$ cat config.mk
export PLATFORM = sky130hd
export DESIGN_NAME = topological_sort_engine
export DESIGN_NICKNAME = d
export VERILOG_FILES = /design/src/sv/tse_pkg.sv /design/src/sv/tse_ram.sv /design/src/sv/tse_front.sv /design/src/sv/tse_back.sv /design/src/sv/topological_sort_engine.sv
export SDC_FILE = /design/constraint.sdc
export NUM_CORES = 2
export LEC_CHECK = 0
export ABC_AREA = 1
export BUFFER_PORTS_ARGS = -buffer_cell sky130_fd_sc_hd__buf_2
export CAP_MARGIN = 15
export CORE_ASPECT_RATIO = 1.75
export CORE_MARGIN = 3
export CORE_UTILIZATION = 40
export CTS_CLUSTER_DIAMETER = 60
export DETAILED_ROUTE_END_ITERATION = 16
export GPL_ROUTABILITY_DRIVEN = 0
export PLACE_DENSITY = 0.58
export SLEW_MARGIN = 5
export SYNTH_ARGS = -nofsm -noshare
export SYNTH_HDL_FRONTEND = slang
export SYNTH_SLANG_ARGS = --single-unit
$ cat constraint.sdc
create_clock -name clk -period 10.55 [get_ports clk]
set_input_delay 0.5275 -clock clk [delete_from_list [all_inputs] [get_ports clk]]
set_output_delay 0.5275 -clock clk [all_outputs]
set_load 0.005 [all_outputs]
$ cat src/sv/tse_pkg.sv
// ----------------------------------------------------------------------------
// tse_pkg: shared types and codes for the topological sort engine
// Holds the item structs, op codes, queue entry and back-end state type.
// ----------------------------------------------------------------------------
`default_nettype none
package tse_pkg;

  typedef enum logic [1:0] {
    OP_ADD   = 2'd0,
    OP_SORT  = 2'd1,
    OP_CLEAR = 2'd2,
    OP_NONE  = 2'd3
  } op_t;

  typedef struct packed {
    logic [1:0] op;
    logic [4:0] src_vertex;
    logic [4:0] dst_vertex;
  } in_item_t;

  typedef struct packed {
    logic [4:0] vertex;
    logic       vertex_valid;
    logic       last;
    logic       incomplete;
    logic       edges_dropped;
  } out_item_t;

  // command handed from front to back
  typedef enum logic [1:0] {
    CMD_ADD   = 2'd0,
    CMD_SORT  = 2'd1,
    CMD_CLEAR = 2'd2,
    CMD_DROP  = 2'd3
  } cmd_t;

  typedef struct packed {
    cmd_t       cmd;
    logic [4:0] src;
    logic [4:0] dst;
  } cmd_item_t;

  typedef enum logic [2:0] {
    ST_IDLE,
    ST_CNT,
    ST_SEED,
    ST_POP,
    ST_SCAN,
    ST_EMIT,
    ST_DONE
  } bk_state_t;

endpackage : tse_pkg
`default_nettype wire

$ cat src/sv/tse_ram.sv
// ----------------------------------------------------------------------------
// tse_ram: generic single-port-write, single-port-read RAM
// Registered read data.
// ----------------------------------------------------------------------------
`default_nettype none
module tse_ram #(
  parameter int WIDTH = 8,
  parameter int DEPTH = 16
) (
  input  wire logic                     clk,
  input  wire logic                     we,
  input  wire logic [$clog2(DEPTH)-1:0] waddr,
  input  wire logic [WIDTH-1:0]         wdata,
  input  wire logic [$clog2(DEPTH)-1:0] raddr,
  output      logic [WIDTH-1:0]         rdata
);
  logic [WIDTH-1:0] mem [DEPTH];

  always_ff @(posedge clk) begin
    if (we) begin
      mem[waddr] <= wdata;
    end
    rdata <= mem[raddr];
  end
endmodule : tse_ram
`default_nettype wire

$ cat src/sv/tse_front.sv
// ----------------------------------------------------------------------------
// tse_front: input stage
// Accepts items, classifies add edges as kept or dropped, and pushes
// commands into a two-entry queue toward the back end.
// ----------------------------------------------------------------------------
`default_nettype none
module tse_front (
  input  wire logic               clk,
  input  wire logic               rst_n,
  input  wire logic [5:0]         eff_count,
  input  wire logic               in_valid,
  output      logic               in_stall,
  input  wire tse_pkg::in_item_t  in_data,
  output      logic               q_valid,
  input  wire logic               q_pop,
  output      tse_pkg::cmd_item_t q_data
);
  import tse_pkg::*;

  cmd_item_t  q_r [2];
  logic [1:0] cnt_r, cnt_nxt;
  logic       rd_r, rd_nxt;
  logic       push;
  cmd_item_t  cls;

  always_comb begin
    cls.src = in_data.src_vertex;
    cls.dst = in_data.dst_vertex;
    unique case (op_t'(in_data.op))
      OP_ADD: begin
        if ({1'b0, in_data.src_vertex} >= eff_count ||
            {1'b0, in_data.dst_vertex} >= eff_count) begin
          cls.cmd = CMD_DROP;
        end else begin
          cls.cmd = CMD_ADD;
        end
      end
      OP_SORT:  cls.cmd = CMD_SORT;
      OP_CLEAR: cls.cmd = CMD_CLEAR;
      default:  cls.cmd = CMD_ADD;
    endcase
  end

  assign in_stall = (cnt_r == 2'd2);
  // op 3 is swallowed here
  assign push     = in_valid && !in_stall && (op_t'(in_data.op) != OP_NONE);
  assign q_valid  = (cnt_r != 2'd0);
  assign q_data   = q_r[rd_r];

  always_comb begin
    cnt_nxt = cnt_r + 2'(push) - 2'(q_pop);
    rd_nxt  = rd_r ^ q_pop;
  end

  always_ff @(posedge clk) begin
    if (!rst_n) begin
      cnt_r <= '0;
      rd_r  <= 1'b0;
    end else begin
      cnt_r <= cnt_nxt;
      rd_r  <= rd_nxt;
    end
  end

  always_ff @(posedge clk) begin
    if (push) begin
      q_r[rd_r ^ cnt_r[0]] <= cls;
    end
  end
endmodule : tse_front
`default_nettype wire

$ cat src/sv/tse_back.sv
// ----------------------------------------------------------------------------
// tse_back: execution stage
// Stores edges, and for a sort counts in-degrees, seeds the ready queue and
// walks the edge store once per emitted vertex.
// ----------------------------------------------------------------------------
`default_nettype none
module tse_back #(
  parameter int MAX_VERTICES = 32,
  parameter int MAX_EDGES    = 256
) (
  input  wire logic               clk,
  input  wire logic               rst_n,
  input  wire logic [5:0]         eff_count,
  input  wire logic               q_valid,
  output      logic               q_pop,
  input  wire tse_pkg::cmd_item_t q_data,
  output      logic               out_valid,
  input  wire logic               out_stall,
  output      tse_pkg::out_item_t out_data
);
  import tse_pkg::*;

  localparam int NV = (MAX_VERTICES < 32) ? MAX_VERTICES : 32;
  localparam int EW = $clog2(MAX_EDGES);
  localparam int TW = $clog2(MAX_EDGES + 1);
  localparam int VW = $clog2(NV);
  localparam int DW = TW;

  bk_state_t st_r, st_nxt;
  logic [TW-1:0] total_r;
  logic          drop_r;
  logic [EW-1:0] eidx_r;
  logic          rvld_r;
  logic [TW-1:0] scnt_r;
  logic [DW-1:0] deg_r [NV];
  logic [4:0]    rq_r [32];
  logic [5:0]    head_r, tail_r, seed_r;
  logic [4:0]    cur_r;
  logic          ov_r, ov_nxt;
  out_item_t     ob_r, ob_nxt;
  logic          ob_load;
  logic          hold_r;
  out_item_t     hold_item_r;

  logic          we;
  logic [9:0]    rdata;
  logic [EW-1:0] raddr;
  logic          scan_end;
  logic          rd_issue;
  logic [4:0]    es, ed;
  logic          e_ok;

  assign we = (st_r == ST_IDLE) && q_valid && q_data.cmd == CMD_ADD &&
              total_r != TW'(MAX_EDGES);

  tse_ram #(.WIDTH(10), .DEPTH(MAX_EDGES)) u_edges (
    .clk   (clk),
    .we    (we),
    .waddr (total_r[EW-1:0]),
    .wdata ({q_data.src, q_data.dst}),
    .raddr (raddr),
    .rdata (rdata)
  );

  assign es   = rdata[9:5];
  assign ed   = rdata[4:0];
  assign e_ok = ({1'b0, es} < eff_count) && ({1'b0, ed} < eff_count);
  // issue reads while the issue count lags total
  assign raddr    = eidx_r;
  assign scan_end = (scnt_r == total_r);

  // output register free when empty or when out_stall is low
  logic ob_free;
  assign ob_free = !ov_r || !out_stall;

  always_comb begin
    st_nxt = st_r;
    unique case (st_r)
      ST_IDLE: if (q_valid && q_data.cmd == CMD_SORT) st_nxt = ST_CNT;
      ST_CNT:  if (scan_end && !rvld_r) st_nxt = ST_SEED;
      ST_SEED: if (seed_r == eff_count) st_nxt = ST_POP;
      ST_POP:  if (ob_free) st_nxt = (head_r == tail_r) ? ST_DONE : ST_SCAN;
      ST_SCAN: if (scan_end && !rvld_r) st_nxt = ST_POP;
      ST_DONE: if (ob_free) st_nxt = ST_IDLE;
      default: st_nxt = ST_IDLE;
    endcase
  end

  always_comb begin
    q_pop = (st_r == ST_IDLE) && q_valid && (q_data.cmd != CMD_SORT ||
                                             st_nxt == ST_CNT);
  end

  // flush the held vertex once we know whether it is the last
  always_comb begin
    ob_nxt            = hold_item_r;
    ob_nxt.last       = (head_r == tail_r);
    ob_nxt.incomplete = (head_r == tail_r) && (head_r < eff_count);
    if (st_r == ST_DONE) begin
      ob_nxt = '{vertex: 5'd0, vertex_valid: 1'b0, last: 1'b1,
                 incomplete: (eff_count != 6'd0), edges_dropped: drop_r};
    end
  end

  assign ob_load  = ob_free && ((st_r == ST_POP && hold_r) ||
                                (st_r == ST_DONE && head_r == 6'd0));
  assign ov_nxt   = ob_load || (ov_r && out_stall);
  assign rd_issue = (st_r == ST_CNT || st_r == ST_SCAN) && (issued_r != total_r);

  assign out_valid = ov_r;
  assign out_data  = ob_r;

  logic [TW-1:0] issued_r;

  always_ff @(posedge clk) begin
    if (!rst_n) begin
      st_r    <= ST_IDLE;
      total_r <= '0;
      drop_r  <= 1'b0;
      ov_r    <= 1'b0;
      hold_r  <= 1'b0;
      rvld_r  <= 1'b0;
    end else begin
      st_r   <= st_nxt;
      ov_r   <= ov_nxt;
      rvld_r <= rd_issue;
      if (ob_load) ob_r <= ob_nxt;
      unique case (st_r)
        ST_IDLE: begin
          if (q_valid) begin
            unique case (q_data.cmd)
              CMD_ADD:   if (we) total_r <= total_r + 1'b1; else drop_r <= 1'b1;
              CMD_DROP:  drop_r <= 1'b1;
              CMD_CLEAR: begin total_r <= '0; drop_r <= 1'b0; end
              default: begin
                issued_r <= '0;
                scnt_r   <= '0;
                eidx_r   <= '0;
                for (int i = 0; i < NV; i++) deg_r[i] <= '0;
              end
            endcase
          end
        end
        ST_CNT, ST_SCAN: begin
          if (rd_issue) begin
            issued_r <= issued_r + 1'b1;
            eidx_r   <= eidx_r + 1'b1;
          end
          if (rvld_r) begin
            scnt_r <= scnt_r + 1'b1;
            if (st_r == ST_CNT) begin
              if (e_ok) deg_r[ed[VW-1:0]] <= deg_r[ed[VW-1:0]] + 1'b1;
            end else if (es == cur_r && ({1'b0, ed} < eff_count) &&
                         deg_r[ed[VW-1:0]] != '0) begin
              deg_r[ed[VW-1:0]] <= deg_r[ed[VW-1:0]] - 1'b1;
              if (deg_r[ed[VW-1:0]] == DW'(1) && tail_r < 6'd32) begin
                rq_r[tail_r[4:0]] <= ed;
                tail_r <= tail_r + 1'b1;
              end
            end
          end
          if (st_nxt == ST_SEED) begin
            seed_r <= '0;
            head_r <= '0;
            tail_r <= '0;
          end
        end
        ST_SEED: begin
          if (seed_r != eff_count) begin
            if (deg_r[seed_r[VW-1:0]] == '0) begin
              rq_r[tail_r[4:0]] <= seed_r[4:0];
              tail_r <= tail_r + 1'b1;
            end
            seed_r <= seed_r + 1'b1;
          end
        end
        ST_POP: begin
          if (ob_free) begin
            hold_r <= (head_r != tail_r);
            if (head_r != tail_r) begin
              cur_r <= rq_r[head_r[4:0]];
              hold_item_r <= '{vertex: rq_r[head_r[4:0]], vertex_valid: 1'b1,
                               last: 1'b0, incomplete: 1'b0,
                               edges_dropped: drop_r};
              head_r <= head_r + 1'b1;
              issued_r <= '0;
              scnt_r <= '0;
              eidx_r <= '0;
            end
          end
        end
        default: ;
      endcase
    end
  end
endmodule : tse_back
`default_nettype wire

$ cat src/sv/topological_sort_engine.sv
// ----------------------------------------------------------------------------
// topological_sort_engine: Kahn topological sort over a loaded edge list
//
// Usage: write cfg_vertex_count (while idle) with the vertex count. Send
// items on in_*: op 0 adds an edge, op 2 clears all edges and the drop flag,
// op 1 runs a sort. Add and clear give no result; a sort gives one result
// per sorted vertex on out_*, the final one marked last with incomplete set
// if a cycle left vertices unsorted. If nothing sorts, a single marker with
// vertex_valid low is given.
// Adds pass through a two-entry command queue that decouples the front end
// from the back end. A sort counts degrees and seeds the queue, then scans
// every stored edge once per sorted vertex through the single read port of
// the edge RAM. Each vertex leaves after its own edge scan.
// Reset clears the edge count, drop flag and queue; vertex count returns to
// 32. When out_stall is high the result holds and the sort pauses.
// ----------------------------------------------------------------------------
`default_nettype none
module topological_sort_engine #(
  parameter int MAX_VERTICES = 32,
  parameter int MAX_EDGES    = 256
) (
  input  wire logic               clk,
  input  wire logic               rst_n,
  input  wire logic               cfg_we,
  input  wire logic [5:0]         cfg_vertex_count,
  input  wire logic               in_valid,
  output      logic               in_stall,
  input  wire tse_pkg::in_item_t  in_data,
  output      logic               out_valid,
  input  wire logic               out_stall,
  output      tse_pkg::out_item_t out_data
);
  import tse_pkg::*;

  localparam int LIM = (MAX_VERTICES < 32) ? MAX_VERTICES : 32;

  logic [5:0] vc_r, eff;
  logic       q_valid, q_pop;
  cmd_item_t  q_data;

  // hold configured count
  always_ff @(posedge clk) begin
    if (!rst_n) begin
      vc_r <= 6'd32;
    end else if (cfg_we) begin
      vc_r <= cfg_vertex_count;
    end
  end

  // saturate to what the queue and result limit allow
  assign eff = (vc_r > 6'(LIM)) ? 6'(LIM) : vc_r;

  tse_front u_front (
    .clk(clk), .rst_n(rst_n), .eff_count(eff),
    .in_valid(in_valid), .in_stall(in_stall), .in_data(in_data),
    .q_valid(q_valid), .q_pop(q_pop), .q_data(q_data)
  );

  tse_back #(.MAX_VERTICES(MAX_VERTICES), .MAX_EDGES(MAX_EDGES)) u_back (
    .clk(clk), .rst_n(rst_n), .eff_count(eff),
    .q_valid(q_valid), .q_pop(q_pop), .q_data(q_data),
    .out_valid(out_valid), .out_stall(out_stall), .out_data(out_data)
  );
endmodule : topological_sort_engine
`default_nettype wire

# Word-level counts from Yosys, hierarchy flattened

Memory sizes are Yosys's and may differ from the RTL's. A register that Yosys moved wholly into a read port is not among the register bits.
Index checks and enable logic that the tools add are counted.

Flip-flop bits (word level): 79
Memory bits (writable): 3032
Output and inout port bits: 11
Word-level logic and storage cells: 224
Memories kept: 4

Memories:

| memory             | depth | width | rd ports | clocked after Yosys merged registers in | write ports | RTL line        | RTL |
|---|---|---|---|---|---|---|---|
| u_back.u_edges.mem | 256   | 10    | 1        | 1                                       | 1           | tse_ram.sv:17   | `logic [WIDTH-1:0] mem [DEPTH];` |
| u_back.deg_r       | 32    | 9     | 2        | 1                                       | 32          | tse_back.sv:35  | `logic [DW-1:0] deg_r [NV];` |
| u_back.rq_r        | 32    | 5     | 1        | 1                                       | 1           | tse_back.sv:36  | `logic [4:0] rq_r [32];` |
| u_front.q_r        | 2     | 12    | 1        | 1                                       | 1           | tse_front.sv:20 | `cmd_item_t q_r [2];` |

Add/subtract/negate cells: 11
Magnitude comparators: 7
Equal/unequal tests: 39
Mux-type cells: 84
Bitwise operators: 4
Reductions and logical operators: 54

Operators by type and width:

| operator                                                                | count |
|---|---|
| 9-bit 2-to-1 mux                                                        | 9 |
| 6-bit 2-to-1 mux                                                        | 12 |
| 9-bit one-hot mux with 3 select lines                                   | 2 |
| 8-bit 2-to-1 mux                                                        | 5 |
| 9-bit by 1-bit adder with 9-bit output, second input constant           | 4 |
| 1-bit 2-to-1 mux                                                        | 36 |
| 6-bit one-hot mux with 2 select lines                                   | 3 |
| 8-bit one-hot mux with 3 select lines                                   | 1 |
| 6-bit by 1-bit adder with 6-bit output, second input constant           | 3 |
| 1-bit logical AND                                                       | 18 |
| 3-bit 2-to-1 mux                                                        | 6 |
| 3-bit one-hot mux with 6 select lines                                   | 1 |
| 9-bit one-hot mux with 2 select lines                                   | 1 |
| 2-bit by 1-bit inequality test with 1-bit output, second input constant | 8 |
| 4-bit AND reduction                                                     | 4 |
| 5-bit 2-to-1 mux                                                        | 3 |
| 7-bit AND reduction                                                     | 2 |
| 6-bit == test                                                           | 2 |
| 5-bit by 6-bit greater-or-equal comparator with 1-bit output            | 2 |
| 5-bit by 6-bit < comparator with 1-bit output                           | 2 |
| 6-bit inequality test                                                   | 2 |
| 2-bit inequality test, second input constant                            | 5 |
| 3-bit by 2-bit == test with 1-bit output, second input constant         | 3 |
| 9-bit by 1-bit == test with 1-bit output, second input constant         | 1 |
| other kinds (38)                                                        | 64 |

# Logic depth before layout (Yosys ltp)

Depth in word-level cells: 14
Depth in mapped cells: 22

# Cells and area by module

From an unflattened synthesis, not the netlist that was laid out.

Cells, all modules: 11904
Area total of the unflattened synthesis: 132504.6 um^2

Modules (own cells, without submodules):

| module                  | times used | cells each | area an instance (um^2) | seq. area each (um^2) |
|---|---|---|---|---|
| tse_ram                 | 1          | 8656       | 103718.2                | 77073.9 |
| tse_back                | 1          | 3088       | 27086.0                 | 15645.0 |
| tse_front               | 1          | 113        | 1417.6                  | 800.8 |
| topological_sort_engine | 1          | 47         | 282.8                   | 120.1 |

# Least setup slack after synthesis

Ideal clock, no wire load.

Path type: register -> register
Start: reg (tool-made name)
End: mem u_back.rq_r[0][0] (data pin)
Arrival time: 3112 ps
Slack: 6984 ps
Stages on the path, launching flop included: 15
Buffers on the path: 4
Cell sequence: dfxtp_1 clkbuf_1 inv_1 clkbuf_1 buf_2 o31ai_1 nand4_1 nand3_1 nand3_1 nand2_1 nand2_1 nand2_1 nand2_1 clkbuf_1 o21ai_0

RTL lines:

| item             | RTL line |
|---|---|
| end: declaration | tse_back.sv:36 |

==> reports/metrics.cfg <==
[outcome]
status=finished clean

[floorplan]
die-area_um2=333000
row_count=276
die_h_um=761
core_area_um2=324000
initial_core_util=0.403
ios=34
die_w_um=437

[synth]
yosysSeqAreaShare=0.719
synth_top_area_frac=0.713
synth_mux_area_frac=0.000941
syn_area_um2=130000
synth_area_per_cell_um2=12.3
synthSimpleGateAreaFrac=0.118
synth_top_family_by_area=compound AO/OA/AOI/OAI gates
yosys.area_share.adder=0.00403
async_flop_share=0
syn_inst=10600
syn_nets=10600
yosysWarnings=0
yosys.area.top_type=edfxtp_1
synth_edf_count=3091
synth_compound_area_frac=0.124
yosysUniqueCellTypes=59
synth_flop_cell=edfxtp_1
yosys-top-cells-area=edfxtp_1 71%, nor2_1 5.7%, o21ai_0 5.7%
ys_ff_latch=3132
synth_xor_area_frac=0.00256

[detailed_routing]
vias=86700
drt_iter0_drc=8749
via_per_inst=5.84
drtPass1Iterations=6
postRouteAntennaNets=0
routed_wl_um=403000
drc_errors=0
post_drt_wl_per_cell_um=27.1

[worst_setup_path]
r2r-start=u_back.u_edges.rdata[0]
slowest_stage=dfxtp_4
required_ns=11.10
critPathMaxFanout=72
cp-start-kind=register
cp-end-kind=register
path_cells=buf_4 > inv_2 > buf_4 > nand2_4 > o21ai_0 > o21ai_0 > nand2_1 > inv_1 > nand2_1 > nor2_2 > ha_1 > inv_1 > nor3_2 > nand3_4 > nand3_2 > nand2_8 > buf_4 > nand2_2 > nand2_1
crit_type=register to register
critPathBufInv=6
max_stage_delay_ns=0.90
cp.arrival_ns=6.81
reg2regPathDepth=19
rrSetupSlack_ns=4.29
critPathTopFamily=simple AND/OR/NAND/NOR gates
r2r-end=u_back.deg_r[1][0]

[hold_path]
whs_endpoint=vc_r[0]
hold_start=cfg_we
hold_depth=3
min_path_type=primary input to register

[global_route]
gr-usage-met1=0.261
grtUsageMet2=0.410
grt_usage=0.235
grt_pass1_wl_um=581000
busiest_layer=met2
grt_pass1_vias=85100
antenna_found_initial=8
grt_max_degree=181
grtUsageMet3=0.0296
overflow=0

[timing]
setup_violations=0
fmax_mhz=160
tightest_slew_ns=1.23
slew_headroom=0.176
post-route-period-util=0.594
grt_setup_unrepaired=no
finalHoldViolCount=0
finalMaxSlewViolations=0
fin_crit_ns=6.26
whs_ns=0.0662
finalClockSkew_ns=0.0675
setup_tns_ns=0

[clocking]
cts_sinks=3132
clkSlewWorstSetupHoldPaths_ns=0.06
clk_latency_ns=0.92
h-tree-depth=5
post-cts-setup-buffers=0
cts_root_buf=clkbuf_16
clockBufferDepth=4
numCtsBuffers=287
cts_tree=built

[power_and_ir_drop]
p_per_area_nw_per_um2=234
ir_worst_vdd_uv=285
p_total_w=0.0337
p_leak_nw=45.8

[final_layout]
nets=10400
utilization=0.444
syn_to_final_growth_pct=10.4
drive_gt1_frac=0.0892

[place]
portBuffers=33
dp_hpwl_um=241000

[job]
maxCapViolations=0

[per-stage QoR]
step | setup slack, ns | instance area (um^2) | cells
floorplan | 6.98 | 130000 | 10600
global placement | 4.45 | 134000 | 14300
detailed placement | 4.41 | 134000 | 14300
CTS | 4.39 | 144000 | 14800
global route | 3.93 | 144000 | 14900
finish | 4.29 | 144000 | 14900
[Yosys cell counts, types with 7 or more instances]
cell type  number
a211oi_1        7
a221oi_1       10
o22ai_1       440
nor3_2          9
a22o_1          7
nand2_1      1069
o21ai_0      1481
nand2_4        11
xnor2_1        12
buf_4          32
ha_1           42
edfxtp_1     3091
a21oi_1       156
nand4_1        71
o21ai_1        10
nand2_2        15
o211ai_1      100
buf_2          47
dfxtp_1        41
o31ai_1        13
o221ai_1      234
buf_1          22
nand3_1       410
nor3_1         46
buf_6          32
nor2_1       1980
inv_1         215
a21oi_2       210
xor2_1         26
nand2_8        28
mux2_2         10
nor4_1         14
a22oi_1         8
inv_2          18
clkbuf_1      588
[layout make-up]
class / count / area, um^2
timing repair buffer: 207 / 1760
inverter: 240 / 935
clock buffer: 369 / 7860
antenna: 6 / 15.0
tap: 4309 / 5390
multi-input combinational: 6461 / 32800
clock inverter: 137 / 1360
sequential: 3132 / 93600
fill: 29100 / 180000
[flip-flops by register name, indices dropped and copies added, names as in the netlist, 2 cells and up, named ones only]
signal	cells
u_back.scnt_r	9
u_back.cur_r	5
u_back.deg_r	288
u_front.cnt_r	2
u_back.head_r	6
u_back.tail_r	6
u_back.st_r	3
u_back.out_data	9
u_back.issued_r	9
u_back.u_edges.mem	2560
u_back.rq_r	160
u_front.q_r	24
u_back.seed_r	6
u_back.total_r	9
u_back.u_edges.rdata	10
vc_r	6
u_back.eidx_r	8
[how the worst max path moves through the flow]
stage / from / endpoint / slack [ns] / depth (start not counted)
floorplan: register / u_back.rq_r[0][0] / 6.98 / 14
global placement: u_back.u_edges.rdata[0] / u_back.deg_r[1][0] / 4.45 / 19
detailed placement: u_back.u_edges.rdata[0] / u_back.deg_r[1][8] / 4.41 / 19
CTS: u_back.u_edges.rdata[0] / u_back.deg_r[1][0] / 4.39 / 19
global route: u_back.u_edges.rdata[0] / u_back.deg_r[1][0] / 3.93 / 19
finish: u_back.u_edges.rdata[0] / u_back.deg_r[1][0] / 4.29 / 19
[what timing repair did]
item / in CTS / in global routing
hold buffers: 19 / 0
resized for setup: 0 / 0
endpoints found under the hold margin: 26 / 0
[cell families (layout without fill, tap and decap cells)]
| group | count (synthesis) | after routing |
|---|---|---|
| and+or+nand+nor | 3675 | 3675 |
| buffers and inverters | 968 | 953 |
| other | 0 | 6 |
| AOI/OAI and AO/OA | 2695 | 2695 |
| muxes | 11 | 11 |
| xor gates and xnor gates | 38 | 38 |
| DFF | 3132 | 3132 |
| adders and majority gates | 42 | 42 |
[metal layers]
layer,wire (um),share of wire
met4,34700,0.086
met5,13,0.000032
met1,139000,0.35
met2,204000,0.51
met3,25300,0.063
[cells in the final DEF, fill, tap and decap left out, types with 8 or more instances in the layout]
cell	synthesis	routed
a221oi_1	10	10
clkinv_2	0	37
clkinv_1	6	51
inv_6	1	14
nor2_2	5	10
o211ai_1	100	100
o21ai_1	10	11
nand2_1	1069	1061
a21oi_2	210	212
o21ai_0	1481	1476
dfxtp_1	41	39
buf_12	3	17
inv_1	215	211
xor2_1	26	26
clkinvlp_4	0	11
nor2_1	1980	1974
nand4_1	71	71
nand2_2	15	23
clkbuf_1	588	61
a22oi_1	8	8
nand3_1	410	405
nor4_1	14	13
edfxtp_1	3091	3091
buf_2	47	33
o31ai_1	13	13
a21oi_1	156	154
dlygate4sd3_1	0	19
nor3_2	9	14
buf_4	32	136
o221ai_1	234	234
clkbuf_16	0	301
ha_1	42	42
mux2_8	0	10
nor3_1	46	41
o22ai_1	440	440
bufinv_16	0	23
nand2_8	28	29
inv_2	18	17
nand2_4	11	10
xnor2_1	12	12
[power by group]
group          switching [W]  leakage, nW  internal [W]
sequential          0.000222         28.3        0.0152
combinational        0.00638         13.0       0.00137
clock                0.00462         4.48       0.00586
[worst min-delay path, stage by stage]
cell and delay, ns:
buf_2 0.17, o21ai_0 0.17, nor2_1 0.05
No activity file was read; power rests on OpenSTA's default activity.
